`src/rtl/dlbe_pkg.sv`:
```
// Package for the dense layer backward engine: opcodes, result kinds,
// sizes and the sequencer state type. No dependencies.
`timescale 1ns / 1ps
package dlbe_pkg;
  localparam int MaxInputs  = 64;
  localparam int MaxOutputs = 64;
  localparam int FracBits   = 16;
  localparam int IdxW       = 6;
  localparam int CntW       = 7;
  localparam int AddrW      = 12;

  typedef enum logic [2:0] {
    OP_LOAD_W   = 3'd0,
    OP_LOAD_G   = 3'd1,
    OP_LOAD_X   = 3'd2,
    OP_BACKWARD = 3'd3,
    OP_ACCUM    = 3'd4,
    OP_READ_C   = 3'd5,
    OP_READ_B   = 3'd6,
    OP_NONE     = 3'd7
  } op_e;

  typedef enum logic [1:0] {
    KIND_ACK  = 2'd0,
    KIND_GRAD = 2'd1,
    KIND_CORR = 2'd2,
    KIND_RSV  = 2'd3
  } kind_e;

  typedef enum logic [3:0] {
    ST_IDLE, ST_CLEAR, ST_BW_RD, ST_BW_MUL, ST_BW_ACC, ST_BW_SH, ST_BW_DMUL,
    ST_BW_OUT, ST_AC_RD, ST_AC_MUL, ST_AC_WR, ST_BI_RD, ST_BI_WR, ST_RD_WAIT,
    ST_OUT
  } state_e;

  localparam int CfgInputCount  = 0;
  localparam int CfgOutputCount = 1;

  function automatic logic signed [31:0] sat32(input logic signed [63:0] v);
    if (v > 64'sd2147483647) return 32'sh7fffffff;
    if (v < -64'sd2147483648) return 32'sh80000000;
    return v[31:0];
  endfunction

  function automatic logic [CntW-1:0] clamp_cnt(input logic [CntW-1:0] c);
    if (c == '0) return CntW'(1);
    if (c > CntW'(64)) return CntW'(64);
    return c;
  endfunction
endpackage

```
`src/rtl/dlbe_mac.sv`:
```
// Shared signed 32x32 multiplier with a registered product.
// Depends on dlbe_pkg.
`timescale 1ns / 1ps
module dlbe_mac
  import dlbe_pkg::*;
(
  input  logic               clk_i,
  input  logic               en_i,
  input  logic signed [31:0] a_i,
  input  logic signed [31:0] b_i,
  output logic signed [63:0] p_o
);
  logic signed [63:0] p_q;
  always_ff @(posedge clk_i) begin
    if (en_i) begin
      p_q <= a_i * b_i;
    end
  end
  assign p_o = p_q;
endmodule

```
`config.mk`:
```
export PLATFORM = sky130hd
export DESIGN_NAME = dlbe_mac
export DESIGN_NICKNAME = d
export VERILOG_FILES = /design/src/rtl/dlbe_pkg.sv /design/src/rtl/dlbe_mac.sv
export SDC_FILE = /design/constraint.sdc
export NUM_CORES = 2
export LEC_CHECK = 0
export BUFFER_PORTS_ARGS = -buffer_cell sky130_fd_sc_hd__buf_2
export CAP_MARGIN = 20
export CORE_MARGIN = 5
export CORE_UTILIZATION = 70
export CTS_CLUSTER_SIZE = 24
export DETAILED_ROUTE_END_ITERATION = 10
export PLACE_DENSITY = 0.9
export SYNTH_ARGS = -nofsm -noshare
export SYNTH_HDL_FRONTEND = slang
export SYNTH_SLANG_ARGS = --single-unit
```
`constraint.sdc`:
```
create_clock -name clk_i -period 12.02 [get_ports clk_i]
set_clock_uncertainty 0.2 [all_clocks]
set_input_delay 0.601 -clock clk_i [delete_from_list [all_inputs] [get_ports clk_i]]
set_output_delay 0.601 -clock clk_i [all_outputs]
set_load 0.02 [all_outputs]
```
==> run summary <==
===============================================================================================
Avg Cell Area, Syn                                                                     9.75 µm²
TritonRoute pass-1 iters                                                                      7
Post-synthesis instance total                                                              3884
Residual overflow from global routing                                                         0
Antenna violations before repair                                                              5
Via count of the first global-routing pass                                                32340
Top FF cell, synth                                                                 sky130_fd_sc_hd__edfxtp_1
Die Y-Extent                                                                             243 µm
Crit Path Max Fanout                                                                         32
Total clock sinks                                                                            64
Post-CTS Setup Bufs                                                                           0
Number of cells upsized or downsized after cts                                                0
Share of Yosys cell area claimed by the top area cell type                                57.2%
Most frequent cell on the critical path                                            sky130_fd_sc_hd__fa_1
Result of the run                                                                     completed
Number of distinct standard cells referenced by the synthesized netlist                      63
Register bit count reported by yosys                                                         64
CP max stage delay                                                                      1.00 ns
Die width                                                                                243 µm
Sequential fraction of the synthesis area                                                 5.07%
Total nets after synthesis                                                                 5216
Maximum frequency from static timing analysis                                           109 MHz
Number of pins with negative max-slew slack in the final report                               0
Pin slew with the least headroom to its limit                                           1.12 ns
Worst rel slew slack                                                                      25.3%
Worst setup path class                                                             input port to flop
Hold Violations, Final                                                                        0
Worst Setup Slack post-DPL                                                              2.60 ns
Data arrival time of the critical path                                                  9.04 ns
H-tree levels                                                                                 3
Avg Vias per Cell                                                                          6.06
Wire length of the first global-routing pass                                             164 mm
Area of the core region                                                              0.0537 mm²
Capturing element type of the critical path                                                flop
Area growth from synthesis to final layout                                                2.88%
Clock Path Buffers                                                                            2
Share of flip-flops with an asynchronous set or reset after synthesis                        0%
RSZ-0062 raised after global routing                                                         no
CTS tree                                                                                   done
Final HPWL DP                                                                           81.4 mm
DR WL/cell                                                                              22.2 µm
Final Routed Wirelength                                                                  100 mm
Routability congestion estimate from global placement                                     0.958
Aggregate negative setup slack                                                             0 ns
Initial Utilization                                                                       70.5%
Largest net degree at the start of global routing                                            65
Area of the die                                                                      0.0589 mm²
Number of max-capacitance violations reported                                                 0
Ratio of cells with drive above 1 in the final layout                                     4.44%
Layout net count                                                                           5162
Clock buffers created by TritonCTS                                                            9
Hold-fix buffer count after cts                                                               0
Port-buffer cells                                                                           129
Time the worst path needs with I/O delays and setup                                     9.16 ns
Critical-path cell with the highest stage delay                                    sky130_fd_sc_hd__fa_1
Worst hold path stage count                                                                   2
Post-synthesis instance area                                                         0.0379 mm²
Number of top-level pins                                                                    130
Largest cells by area after synthesis                                              sky130_fd_sc_hd__fa_1 (57%), sky130_fd_sc_hd__inv_1 (9.4%), sky130_fd_sc_hd__and2_1 (8.5%)
Cell at the root of the clock tree                                                 sky130_fd_sc_hd__clkbuf_16
Series of cell instances along the critical path                                   buf_2 -> nand2_1 -> inv_1 -> fa_1 -> fa_1 -> fa_1 -> fa_1 -> inv_1 -> fa_1 -> inv_1 -> fa_1 -> inv_1 -> fa_1 -> inv_1 -> fa_1 -> ha_1 -> and3_1 -> nand2_1 -> or3_1 -> o211ai_1 -> a31oi_1 -> o31ai_1 -> xor2_1
Detailed Route Iter0 Violations                                                            2194
Number of enable-type register cells in the synthesized netlist                              64
Clock input transition at the sequential cells of the worst setup and hold paths        0.06 ns
Num rows                                                                                     85
Least setup slack across all paths after layout                                         2.86 ns
Number of vias after detailed routing                                                     27466
Detailed-route DRC error count                                                                0
Class of the tightest hold or removal check                                        input port to flop
Total of warnings raised by yosys                                                             0
Type of origin of the critical path                                                  input port
Data required, critical path                                                           11.91 ns
Post-detailed-route count of antenna-violating nets                                           0
Biggest area consumer among synthesized cells                                      sky130_fd_sc_hd__fa_1
Final period utilization                                                                  76.2%
Setup Viol. Count Final                                                                       0
Overall routing resource usage                                                            35.6%
Flip-flop count of the largest register after layout                                         64
===============================================================================================
per-layer routing:
layer  up-vias  share of wire, %  global-route usage, %
li1      10997                 -                      -
met1     14012                30                   38.8
met2      1773                50                   60.1
met3       684               8.7                   6.99
met4         0                11                   29.9
met5         -                 0                      0
cells in the final DEF (no fill, tap or decap), drive strengths merged, types with 13 or more instances in the layout:
cell,instances
nand2,511
a21o,25
edfxtp,64
nand3,15
o21ai,31
nor2,42
xnor2,53
a21oi,68
a31oi,13
and2,516
xor2,22
ha,184
inv,952
o21bai,15
fa,1082
buf,135
critical path, delay by kind of cell:
kind / cells / cell delay [ns]
adder cells (fa/ha/maj): 9 / 5.16
buffers and inverters: 6 / 1.26
AO/OA/AOI/OAI: 3 / 0.99
AND/OR/NAND/NOR: 4 / 0.90
XOR/XNOR: 1 / 0.10
logic make-up after synthesis:
group / count (synthesis) / share of synthesized area [%]
AOI/OAI and AO/OA: 193 / 3.41
xor gates and xnor gates: 75 / 1.73
adders and majority gates: 1266 / 63.3
buffers and inverters: 1152 / 11.4
and+or+nand+nor: 1134 / 15.1
DFF: 64 / 5.07
stage by stage:
step	util (%)	cell area (µm²)	hold WS [ns]	instances
finish	72.6	39000	0.767	4533
CTS	72.5	39000	0.772	4529
floorplan	-	37900	0.513	3884
detailed placement	72.0	38700	0.850	4515
global route	72.6	39000	0.800	4532
global placement	72.0	38700	0.849	4515
path summary, 6_finish.rpt:
path / from / end / slack, ns
setup / recovery: a_i[31] / p_o[62] / 2.86
hold / removal: en_i / p_o[57] / 0.77
synthesized netlist by cell type (4+ instances only):
master                     instances
sky130_fd_sc_hd__a211oi_1          4
sky130_fd_sc_hd__a21o_1           23
sky130_fd_sc_hd__a21oi_1          68
sky130_fd_sc_hd__a31oi_1          12
sky130_fd_sc_hd__and2_1          516
sky130_fd_sc_hd__and3_1            7
sky130_fd_sc_hd__clkbuf_1        195
sky130_fd_sc_hd__edfxtp_1         64
sky130_fd_sc_hd__fa_1           1082
sky130_fd_sc_hd__ha_1            184
sky130_fd_sc_hd__inv_1           952
sky130_fd_sc_hd__nand2_1         511
sky130_fd_sc_hd__nand2b_1          9
sky130_fd_sc_hd__nand3_1          15
sky130_fd_sc_hd__nand4_1           7
sky130_fd_sc_hd__nor2_1           42
sky130_fd_sc_hd__nor3_1            6
sky130_fd_sc_hd__o21a_1            4
sky130_fd_sc_hd__o21ai_0          28
sky130_fd_sc_hd__o21bai_1         15
sky130_fd_sc_hd__o31ai_1           6
sky130_fd_sc_hd__or3_1             4
sky130_fd_sc_hd__xnor2_1          53
sky130_fd_sc_hd__xor2_1           22
final cells by class:
cell class                      count  area (µm²)
Tap cell                          696         871
Clock buffer                        9         225
Multi-Input combinational cell   2668       31600
Sequential cell                    64        1920
Antenna cell                        4        10.0
Timing Repair Buffer              135         691
Fill cell                        3517       14700
Inverter                          952        3570
Clock inverter                      5        50.0
Power is not shown: default switching activity piles up to over one toggle a cycle in this logic, so the estimate is an artifact.
